**config.mk**
```make
export PLATFORM = sky130hd
export DESIGN_NAME = adjacency_matrix_edge_store_top
export DESIGN_NICKNAME = d
export VERILOG_FILES = /design/src/rtl/ames_pkg.sv /design/src/rtl/ames_row_ram.sv /design/src/rtl/ames_nbr_scan.sv /design/src/rtl/adjacency_matrix_edge_store_top.sv
export VERILOG_INCLUDE_DIRS = /design/src /design/src/rtl
export SDC_FILE = /design/constraint.sdc
export NUM_CORES = 2
export LEC_CHECK = 0
export BUFFER_PORTS_ARGS = -buffer_cell sky130_fd_sc_hd__buf_4
export CORE_ASPECT_RATIO = 1.4
export CORE_MARGIN = 2
export CORE_UTILIZATION = 65
export CTS_BUF_LIST = sky130_fd_sc_hd__clkbuf_2 sky130_fd_sc_hd__clkbuf_4 sky130_fd_sc_hd__clkbuf_8
export DETAILED_ROUTE_END_ITERATION = 8
export PLACE_DENSITY = 0.78
export SYNTH_ARGS = -nofsm -noshare
export SYNTH_HDL_FRONTEND = slang
export SYNTH_HIERARCHICAL = 1
export SYNTH_SLANG_ARGS = --single-unit
```
**constraint.sdc**
```tcl
create_clock -name clock -period 45.1 [get_ports clock]
set_clock_uncertainty 0.05 [all_clocks]
set_input_delay 2.255 -clock clock [delete_from_list [all_inputs] [get_ports clock]]
set_output_delay 2.255 -clock clock [all_outputs]
set_load 0.03 [all_outputs]
```
**src/rtl/adjacency_matrix_edge_store_top_macros.svh**
```systemverilog
// assertion helpers for the edge store top
`ifndef ADJACENCY_MATRIX_EDGE_STORE_TOP_MACROS_SVH
`define ADJACENCY_MATRIX_EDGE_STORE_TOP_MACROS_SVH

// same-cycle implication, checked outside reset
`define AMES_ASSERT_IMPLY(label, clk, rst, ante, cons, msg) \
   label: assert property (@(posedge clk) disable iff (rst) (ante) |-> (cons)) \
      else $error(msg);

// next-cycle implication, checked outside reset
`define AMES_ASSERT_NEXT(label, clk, rst, ante, cons, msg) \
   label: assert property (@(posedge clk) disable iff (rst) (ante) |=> (cons)) \
      else $error(msg);

`endif

```
**src/rtl/ames_pkg.sv**
```systemverilog
package ames_pkg;

   localparam int AMES_MAX_VERTICES = 16;
   localparam int AMES_WEIGHT_BITS  = 16;

   localparam int VCOUNT_BITS  = 5;
   localparam int VALUE_BITS   = 16;
   localparam int EDGE_BITS    = 9;
   localparam int MAX_LISTED   = 16;
   localparam int LISTED_BITS  = $clog2(MAX_LISTED + 1);

   localparam logic [VCOUNT_BITS-1:0] VCOUNT_RESET = VCOUNT_BITS'(16);

   typedef enum logic [1:0] {
      OP_INSERT    = 2'd0,
      OP_REMOVE    = 2'd1,
      OP_FIND      = 2'd2,
      OP_NEIGHBORS = 2'd3
   } op_type;

   localparam logic [1:0] KIND_ACK   = 2'd0;
   localparam logic [1:0] KIND_FOUND = 2'd1;
   localparam logic [1:0] KIND_COUNT = 2'd2;
   localparam logic [1:0] KIND_INDEX = 2'd3;

   localparam logic [1:0] STAT_DONE     = 2'd0;
   localparam logic [1:0] STAT_RANGE    = 2'd1;
   localparam logic [1:0] STAT_NO_MATCH = 2'd2;
   localparam logic [1:0] STAT_ZERO_WT  = 2'd3;

   typedef enum logic [2:0] {
      ST_CLEAR,
      ST_IDLE,
      ST_LOOKUP,
      ST_COUNT,
      ST_LIST
   } state_type;

   typedef struct packed {
      logic load;
      logic step;
   } ames_scan_ctrl_type;

   typedef struct packed {
      logic [VALUE_BITS-1:0] count;
      logic [VALUE_BITS-1:0] index;
      logic                  empty;
      logic                  last_hit;
   } ames_scan_stat_type;

endpackage

```
**src/rtl/ames_row_ram.sv**
```systemverilog
module ames_row_ram import ames_pkg::*; #(
   parameter int DEPTH = AMES_MAX_VERTICES,
   parameter int WIDTH = AMES_MAX_VERTICES * AMES_WEIGHT_BITS
) (
   input  logic                     clock,
   input  logic                     wr_en,
   input  logic [$clog2(DEPTH)-1:0] wr_addr,
   input  logic [WIDTH-1:0]         wr_data,
   input  logic                     rd_en,
   input  logic [$clog2(DEPTH)-1:0] rd_addr,
   output logic [WIDTH-1:0]         rd_data
);

   logic [WIDTH-1:0] mem [DEPTH];

   always_ff @(posedge clock) begin
      if (wr_en) begin
         mem[wr_addr] <= wr_data;
      end
   end

   always_ff @(posedge clock) begin
      if (rd_en) begin
         rd_data <= mem[rd_addr];
      end
   end

endmodule

```
**src/rtl/ames_nbr_scan.sv**
```systemverilog
module ames_nbr_scan import ames_pkg::*; #(
   parameter int MAX_VERTICES = AMES_MAX_VERTICES,
   parameter int WEIGHT_BITS  = AMES_WEIGHT_BITS,
   localparam int LIMIT_BITS  = ($clog2(MAX_VERTICES + 1) > VCOUNT_BITS) ?
                                $clog2(MAX_VERTICES + 1) : VCOUNT_BITS
) (
   input  logic                                clock,
   input  logic                                reset,
   input  ames_scan_ctrl_type                  ctrl,
   input  logic [MAX_VERTICES*WEIGHT_BITS-1:0] row_data,
   input  logic [LIMIT_BITS-1:0]               limit,
   output ames_scan_stat_type                  stat
);

   logic [MAX_VERTICES-1:0] mask_ff, mask_in;
   logic [MAX_VERTICES-1:0] row_mask;
   logic [MAX_VERTICES-1:0] rest_mask;
   logic [LISTED_BITS-1:0]  listed_ff, listed_in;
   logic [VALUE_BITS-1:0]   pop;
   logic [VALUE_BITS-1:0]   low_idx;

   // nonzero entries in the columns that are in use
   always_comb begin
      for (int c = 0; c < MAX_VERTICES; c++) begin
         row_mask[c] = (row_data[c*WEIGHT_BITS +: WEIGHT_BITS] != '0) &&
                       (LIMIT_BITS'(c) < limit);
      end
   end

   always_comb begin
      pop     = '0;
      low_idx = '0;
      for (int c = 0; c < MAX_VERTICES; c++) begin
         pop = pop + VALUE_BITS'(mask_ff[c]);
      end
      for (int c = MAX_VERTICES - 1; c >= 0; c--) begin
         if (mask_ff[c]) begin
            low_idx = VALUE_BITS'(c);
         end
      end
   end

   assign rest_mask = mask_ff & (mask_ff - MAX_VERTICES'(1));

   always_comb begin
      mask_in   = mask_ff;
      listed_in = listed_ff;
      priority if (ctrl.load) begin
         mask_in   = row_mask;
         listed_in = '0;
      end else if (ctrl.step) begin
         mask_in   = rest_mask;
         listed_in = listed_ff + LISTED_BITS'(1);
      end
   end

   always_ff @(posedge clock) begin
      if (reset) begin
         mask_ff   <= '0;
         listed_ff <= '0;
      end else begin
         mask_ff   <= mask_in;
         listed_ff <= listed_in;
      end
   end

   assign stat.count    = pop;
   assign stat.index    = low_idx;
   assign stat.empty    = (mask_ff == '0);
   assign stat.last_hit = (rest_mask == '0) ||
                          (listed_ff == LISTED_BITS'(MAX_LISTED - 1));

endmodule

```
**src/rtl/adjacency_matrix_edge_store_top.sv**
```systemverilog
// weighted adjacency matrix edge store. a square matrix of signed edge
// weights sits in a row-wide synchronous ram, one row per source vertex,
// zero meaning no edge, with a running count of nonzero entries beside it.
// a command word is taken when start is high and busy is low; the block then
// holds busy until its work is done. results come out on rsp_* for exactly
// one cycle each, marked by rsp_strobe, and cannot be stalled: the receiver
// must take every word the cycle it appears. the row is read at the edge
// that takes the command. insert, remove and find keep busy through the
// lookup state alone (modify and write back) and give one word the cycle
// after it; no new command is taken until busy drops. a neighbor listing
// keeps busy through the lookup state, the count state for the count word,
// then the list state for the index words, at most 16, one index word per
// cycle, lowest first, last flagged. the busy time is set by the single row
// read per command and by handing out one neighbor index per cycle. after
// reset a clearing pass zeroes the ram one row per cycle with busy high;
// csr writes of vertex_count are taken at any time but should only be made
// while idle.
`include "adjacency_matrix_edge_store_top_macros.svh"

module adjacency_matrix_edge_store_top import ames_pkg::*; #(
   parameter int MAX_VERTICES = AMES_MAX_VERTICES,
   parameter int WEIGHT_BITS  = AMES_WEIGHT_BITS
) (
   input  logic                          clock,
   input  logic                          reset,
   // command side
   input  logic                          start,
   output logic                          busy,
   input  logic [1:0]                    req_operation,
   input  logic [3:0]                    req_from_vertex,
   input  logic [3:0]                    req_to_vertex,
   input  logic signed [VALUE_BITS-1:0]  req_weight,
   // result side
   output logic                          rsp_strobe,
   output logic [1:0]                    rsp_result_kind,
   output logic signed [VALUE_BITS-1:0]  rsp_value,
   output logic [1:0]                    rsp_status,
   output logic [EDGE_BITS-1:0]          rsp_edge_count,
   output logic                          rsp_last,
   // configuration
   input  logic                          csr_write_enable,
   input  logic [VCOUNT_BITS-1:0]        csr_write_data
);

   localparam int ADDR_BITS  = $clog2(MAX_VERTICES);
   localparam int ROW_BITS   = MAX_VERTICES * WEIGHT_BITS;
   localparam int LIMIT_BITS = ($clog2(MAX_VERTICES + 1) > VCOUNT_BITS) ?
                               $clog2(MAX_VERTICES + 1) : VCOUNT_BITS;

   state_type               state_ff, state_in;
   logic [ADDR_BITS-1:0]    clear_row_ff, clear_row_in;
   logic [VCOUNT_BITS-1:0]  vertex_count_ff;
   logic [EDGE_BITS-1:0]    edges_ff, edges_in;

   // captured command word
   op_type                  op_ff;
   logic [3:0]              from_ff;
   logic [3:0]              to_ff;
   logic [WEIGHT_BITS-1:0]  weight_ff;
   logic                    range_err_ff;

   // output register
   logic                    rsp_strobe_ff, rsp_strobe_in;
   logic [1:0]              rsp_kind_ff, rsp_kind_in;
   logic [VALUE_BITS-1:0]   rsp_value_ff, rsp_value_in;
   logic [1:0]              rsp_status_ff, rsp_status_in;
   logic [EDGE_BITS-1:0]    rsp_edges_ff;
   logic                    rsp_last_ff, rsp_last_in;

   // ram port signals
   logic                    mem_wr_en;
   logic [ADDR_BITS-1:0]    mem_wr_addr;
   logic [ROW_BITS-1:0]     mem_wr_data;
   logic                    mem_rd_en;
   logic [ROW_BITS-1:0]     mem_rd_data;

   logic                    accept;
   op_type                  req_op;
   logic [LIMIT_BITS-1:0]   limit;
   logic                    from_bad, to_bad;
   logic signed [31:0]      req_w_ext;
   logic [ADDR_BITS-1:0]    col;
   logic signed [WEIGHT_BITS-1:0] cur_w;
   logic signed [31:0]      cur_w_ext;
   logic [WEIGHT_BITS-1:0]  new_w;
   logic [ROW_BITS-1:0]     new_row;

   ames_scan_ctrl_type      scan_ctrl;
   ames_scan_stat_type      scan_stat;

   assign busy   = (state_ff != ST_IDLE);
   assign accept = start && !busy;
   assign req_op = op_type'(req_operation);

   // vertices in use, saturated at the built size
   assign limit = (LIMIT_BITS'(vertex_count_ff) < LIMIT_BITS'(MAX_VERTICES)) ?
                  LIMIT_BITS'(vertex_count_ff) : LIMIT_BITS'(MAX_VERTICES);
   assign from_bad = (LIMIT_BITS'(req_from_vertex) >= limit);
   assign to_bad   = (LIMIT_BITS'(req_to_vertex) >= limit);

   // weight sign-extended to 32 bits; the capture keeps the stored width
   assign req_w_ext = 32'(req_weight);

   // entry under edit, read back out of the row
   assign col       = ADDR_BITS'(to_ff);
   assign cur_w     = mem_rd_data[col*WEIGHT_BITS +: WEIGHT_BITS];
   assign cur_w_ext = 32'(cur_w);
   assign new_w     = (op_ff == OP_REMOVE) ? '0 : weight_ff;

   always_comb begin
      for (int c = 0; c < MAX_VERTICES; c++) begin
         new_row[c*WEIGHT_BITS +: WEIGHT_BITS] =
            (ADDR_BITS'(c) == col) ? new_w : mem_rd_data[c*WEIGHT_BITS +: WEIGHT_BITS];
      end
   end

   // the row is read as the word is taken; busy keeps the next read
   // behind this one's write back
   assign mem_rd_en = accept;

   ames_row_ram #(
      .DEPTH (MAX_VERTICES),
      .WIDTH (ROW_BITS)
   ) u_row_ram (
      .clock   (clock),
      .wr_en   (mem_wr_en),
      .wr_addr (mem_wr_addr),
      .wr_data (mem_wr_data),
      .rd_en   (mem_rd_en),
      .rd_addr (ADDR_BITS'(req_from_vertex)),
      .rd_data (mem_rd_data)
   );

   ames_nbr_scan #(
      .MAX_VERTICES (MAX_VERTICES),
      .WEIGHT_BITS  (WEIGHT_BITS)
   ) u_nbr_scan (
      .clock    (clock),
      .reset    (reset),
      .ctrl     (scan_ctrl),
      .row_data (mem_rd_data),
      .limit    (limit),
      .stat     (scan_stat)
   );

   // sequencer: next state, ram write, result word
   always_comb begin
      state_in      = state_ff;
      clear_row_in  = clear_row_ff;
      edges_in      = edges_ff;
      mem_wr_en     = 1'b0;
      mem_wr_addr   = ADDR_BITS'(from_ff);
      mem_wr_data   = new_row;
      scan_ctrl     = '0;
      rsp_strobe_in = 1'b0;
      rsp_kind_in   = KIND_ACK;
      rsp_value_in  = '0;
      rsp_status_in = STAT_DONE;
      rsp_last_in   = 1'b1;

      unique case (state_ff)
         ST_CLEAR: begin
            // zero one row per cycle after reset
            mem_wr_en    = 1'b1;
            mem_wr_addr  = clear_row_ff;
            mem_wr_data  = '0;
            clear_row_in = clear_row_ff + ADDR_BITS'(1);
            if (clear_row_ff == ADDR_BITS'(MAX_VERTICES - 1)) begin
               state_in = ST_IDLE;
            end
         end

         ST_IDLE: begin
            if (accept) begin
               state_in = ST_LOOKUP;
            end
         end

         ST_LOOKUP: begin
            state_in = ST_IDLE;
            if (range_err_ff) begin
               rsp_strobe_in = 1'b1;
               rsp_status_in = STAT_RANGE;
               rsp_kind_in   = (op_ff == OP_FIND) ? KIND_FOUND :
                               (op_ff == OP_NEIGHBORS) ? KIND_COUNT : KIND_ACK;
            end else begin
               unique case (op_ff)
                  OP_INSERT: begin
                     rsp_strobe_in = 1'b1;
                     if (weight_ff == '0) begin
                        rsp_status_in = STAT_ZERO_WT;
                     end else begin
                        mem_wr_en = 1'b1;
                        if (cur_w == '0) begin
                           edges_in = edges_ff + EDGE_BITS'(1);
                        end
                     end
                  end
                  OP_REMOVE: begin
                     rsp_strobe_in = 1'b1;
                     if ((cur_w != '0) && (cur_w == weight_ff)) begin
                        mem_wr_en = 1'b1;
                        edges_in  = edges_ff - EDGE_BITS'(1);
                     end else begin
                        rsp_status_in = STAT_NO_MATCH;
                     end
                  end
                  OP_FIND: begin
                     rsp_strobe_in = 1'b1;
                     rsp_kind_in   = KIND_FOUND;
                     rsp_value_in  = cur_w_ext[VALUE_BITS-1:0];
                  end
                  OP_NEIGHBORS: begin
                     // hand the row to the scanner, count word next
                     scan_ctrl.load = 1'b1;
                     state_in       = ST_COUNT;
                  end
               endcase
            end
         end

         ST_COUNT: begin
            rsp_strobe_in = 1'b1;
            rsp_kind_in   = KIND_COUNT;
            rsp_value_in  = scan_stat.count;
            rsp_last_in   = scan_stat.empty;
            state_in      = scan_stat.empty ? ST_IDLE : ST_LIST;
         end

         ST_LIST: begin
            rsp_strobe_in  = 1'b1;
            rsp_kind_in    = KIND_INDEX;
            rsp_value_in   = scan_stat.index;
            rsp_last_in    = scan_stat.last_hit;
            scan_ctrl.step = 1'b1;
            if (scan_stat.last_hit) begin
               state_in = ST_IDLE;
            end
         end

         default: begin
            state_in = ST_IDLE;
         end
      endcase
   end

   // control state
   always_ff @(posedge clock) begin
      if (reset) begin
         state_ff        <= ST_CLEAR;
         clear_row_ff    <= '0;
         vertex_count_ff <= VCOUNT_RESET;
         edges_ff        <= '0;
         rsp_strobe_ff   <= 1'b0;
      end else begin
         state_ff      <= state_in;
         clear_row_ff  <= clear_row_in;
         edges_ff      <= edges_in;
         rsp_strobe_ff <= rsp_strobe_in;
         if (csr_write_enable) begin
            vertex_count_ff <= csr_write_data;
         end
      end
   end

   // command capture
   always_ff @(posedge clock) begin
      if (accept) begin
         op_ff        <= req_op;
         from_ff      <= req_from_vertex;
         to_ff        <= req_to_vertex;
         weight_ff    <= req_w_ext[WEIGHT_BITS-1:0];
         range_err_ff <= (req_op == OP_NEIGHBORS) ? from_bad : (from_bad || to_bad);
      end
   end

   // result payload, count is the one after the command
   always_ff @(posedge clock) begin
      rsp_kind_ff   <= rsp_kind_in;
      rsp_value_ff  <= rsp_value_in;
      rsp_status_ff <= rsp_status_in;
      rsp_edges_ff  <= edges_in;
      rsp_last_ff   <= rsp_last_in;
   end

   assign rsp_strobe      = rsp_strobe_ff;
   assign rsp_result_kind = rsp_kind_ff;
   assign rsp_value       = rsp_value_ff;
   assign rsp_status      = rsp_status_ff;
   assign rsp_edge_count  = rsp_edges_ff;
   assign rsp_last        = rsp_last_ff;

   // a result word only follows a cycle of real work
   `AMES_ASSERT_IMPLY(a_rsp_after_work, clock, reset, rsp_strobe_ff, $past(state_ff == ST_LOOKUP || state_ff == ST_COUNT || state_ff == ST_LIST), "result word without work")
   // entries are reachable only through 4-bit vertices
   `AMES_ASSERT_IMPLY(a_edges_bound, clock, reset, 1'b1, edges_ff <= EDGE_BITS'(256), "edge count out of bounds")
   // no ram write while a new row read is issued
   `AMES_ASSERT_IMPLY(a_no_wr_on_read, clock, reset, mem_rd_en, !mem_wr_en, "ram write during row read")
   // listing only while neighbors remain
   `AMES_ASSERT_IMPLY(a_list_nonempty, clock, reset, state_ff == ST_LIST, !scan_stat.empty, "listing with empty mask")
   // a valid neighbor command always goes on to the count word
   `AMES_ASSERT_NEXT(a_nbr_to_count, clock, reset, state_ff == ST_LOOKUP && !range_err_ff && op_ff == OP_NEIGHBORS, state_ff == ST_COUNT, "neighbor listing lost")

endmodule

```
==> impl_metrics.csv <==
group,metric,value,unit
logic_synthesis,synth_flop_cell,"edfxtp_1",
clocking,ctsHoldBuffers,0,
final_layout,multi_input_area,0.0384,mm^2
setup_path,crit_arrival,10500,ps
routing,drtPass1Iterations,7,
placement,placed_area,0.178,mm^2
logic_synthesis,ys_seq_area_frac,0.765,
timing,fin_setup_tns,0,ps
floorplanning,dieArea,0.272,mm^2
timing,tightest_slew,1420,ps
timing,hold_viol,0,
logic_synthesis,yosysUniqueCellTypes,90,
logic_synthesis,synth_xor_xnor_area_share,0.00166,
logic_synthesis,synthDominantAreaCellType,"edfxtp_1",
timing,layout_min_cycle_time,9850,ps
setup_path,endpoint_kind,"flip-flop",
clocking,cts_made_buffers,633,
routing,drt-initial-drc-count,13156,
clocking,tritoncts,"yes",
logic_synthesis,syn_area,0.174,mm^2
power_and_ir_drop,peakVddDrop,0.0247,mV
hold_path,hold_path_class,"reg -> reg",
job,maxCapViolations,0,
global_routing,grt_overflow,0,
placement,portBuffers,66,
final_layout,finish.utilization,0.716,
floorplanning,die_h,616,um
timing,timing.hold.ws,448,ps
final_layout,register_area,0.133,mm^2
power_and_ir_drop,p_per_area,42.5,mW/mm^2
timing,rsz0062_at_grt,"no",
logic_synthesis,synth_common_cells,"edfxtp_1 (4379), mux4_2 (1008), nor2_1 (532)",
final_layout,fill_cells,14782,
logic_synthesis,synth_adder_area_share,0.00279,
routing,antenna_left,0,
clocking,clk_latency,1130,ps
clocking,cts_sinks,4452,
setup_path,regToRegSetupSlack,35250,ps
clocking,clk_pin_slew_worst_paths,60,ps
routing,num_vias,91380,
logic_synthesis,async_flop_share,0,
timing,relSlewSlack,0.0494,
logic_synthesis,synth.ff_latch_count,4452,
clocking,cts_buffer_depth,4,
placement,post-dp-hpwl,281,mm
setup_path,cp-startpoint,"col[3]",
setup_path,r2r_start,"col[3]",
setup_path,required,45750,ps
floorplanning,core_area,0.266,mm^2
logic_synthesis,synth_mux_area_frac,0.148,
logic_synthesis,yosysMostFrequentCell,"edfxtp_1",
final_layout,drive_gt1_frac,0.262,
setup_path,critPathLaunchType,"flip-flop",
clocking,post_cts_buffers,0,
routing,drt-total-wl,480,mm
final_layout,fin_area,0.190,mm^2
setup_path,cp_max_fo,54,
clocking,cts_root_buf,"clkbuf_8",
setup_path,crit_end,"u_row_ram/mem[3][117]",
power_and_ir_drop,total_leakage_power,61.0,nW
floorplanning,die_w,441,um
floorplanning,initial_core_util,0.653,
clocking,htreeDepth,6,
logic_synthesis,synth-simple-area-share,0.0292,
outcome,status,"finished, final reports clean",
routing,wire_per_inst,37.4,um
routing,route.detailed.drc,0,
global_routing,antenna_found_initial,54,
floorplanning,rows,224,
logic_synthesis,synth_warnings,6,
final_layout,syn_to_final_growth,9.59,%
timing,slew_violations,0,
logic_synthesis,synth_top_family_by_area,"multiplexers",
global_routing,grt.total_usage,0.356,
logic_synthesis,synth_compound_area_frac,0.0368,
timing,timing.final.crit_share,0.218,
power_and_ir_drop,design_power_total,8.10,mW
logic_synthesis,synth.avg_cell_area,20.6,um^2
clocking,cts_resized,0,
setup_path,path_class,"reg -> reg",
timing,setup_viol,0,
global_routing,grt_pass1_vias,90174,
setup_path,r2r_end,"u_row_ram/mem[3][117]",
routing,via_per_inst,7.13,
placement,place.gp.congestion,1.02,
global_routing,grt_pass1_wl,675,mm
timing,fmaxAchievable,102,MHz
logic_synthesis,synthTopCellsByArea,"edfxtp_1 (76%), mux4_2 (13%), a22oi_1 (2.0%)",
logic_synthesis,synth_edf_count,4379,
logic_synthesis,synth_top_area_share,0.757,
setup_path,rr_worst_depth,15,
logic_synthesis,syn_inst,8427,
floorplanning,num_io_pins,67,
global_routing,grt_max_degree,130,
final_layout,nets,8879,
## critical path: stages, from the launching register on
cell and delay (ps):
edfxtp_1 350, buf_4 660, nor2b_1 730, a22oi_1 200, a21boi_0 950, nor2_1 150, xor2_1 190, nor4_1 870
o211a_1 560, a22oi_1 120, o41ai_1 560, or3b_2 630, nor2_4 780, buf_4 730, buf_4 890, buf_4 730
## worst min path at each step
stage / to / cells past startpoint / from
after floorplan: rsp_edge_count[8] / 1 / edges_ff[8]
after global placement: rsp_edge_count[8] / 1 / edges_ff[8]
after detailed placement: rsp_edge_count[8] / 1 / edges_ff[8]
after CTS: rsp_edge_count[8] / 1 / edges_ff[8]
after global routing: rsp_edge_count[8] / 1 / edges_ff[8]
final: rsp_edge_count[8] / 1 / edges_ff[8]
## logic make-up (layout without fill, tap and decap cells)
logic type | Yosys count | in the layout
buf+inv | 554 | 1392
mux | 1294 | 1294
simple gates | 1135 | 1135
flops | 4452 | 4452
compound gates | 925 | 925
xor+xnor | 33 | 33
other cells | 1 | 58
fa+ha+maj | 33 | 33
## metrics by stage
stage                     worst slack [ps]  std cells
after CTS                            35650      12790
after global placement               35420      11679
after floorplan                      22830       8449
after detailed placement             35670      11680
after global routing                 35300      12804
final                                35250      12825
## per-layer routing
layer / global-route usage / routed length (um) / vias up
li1: - / - / 35831
met1: 0.476 / 160000 / 47125
met2: 0.534 / 223000 / 7085
met3: 0.0990 / 63200 / 1289
met4: 0.206 / 32500 / 50
met5: 0 / 310 / -
## power breakdown
part           internal, mW  switching [mW]  total (mW)  leakage, nW
Combinational         0.140           0.266       0.405         13.7
Sequential             4.59          0.0207        4.61         40.9
Clock                  1.60            1.49        3.09         6.36
Total                  6.32            1.78        8.10         61.0
## sequential cells by signal, indices dropped and copies added (netlist names), 2 cells and up
name,flops
rsp_status,2
rsp_result_kind,2
clear_row_ff,4
edges_ff,9
op_ff,2
u_nbr_scan/mask_ff,16
u_row_ram/mem,4096
u_row_ram/rd_data,256
state_ff,3
vertex_count_ff,5
u_nbr_scan/listed_ff,5
rsp_value,16
weight_ff,16
col,4
from_ff,4
rsp_edge_count,9
## area by class of cell
class / count / share of cell area
multi-input cells: 3443 / 0.202
well taps: 3503 / 0.0230
diodes: 35 / 0.000460
flip-flops and latches: 4452 / 0.698
inverters: 34 / 0.000670
repair buffers: 248 / 0.0119
clock inverters: 258 / 0.00905
clock buffers: 852 / 0.0548
## layout by cell type, fill, tap and decap left out, types with 133 or more instances in the layout
cell type  count
a21oi_1      227
clkbuf_8     645
clkinv_1     133
nor2_1       511
mux4_2      1008
edfxtp_1    4379
mux2i_1      161
nand2_1      283
a22oi_1      469
clkbuf_4     207
buf_4        215
Power figures use the tool's default switching activity.
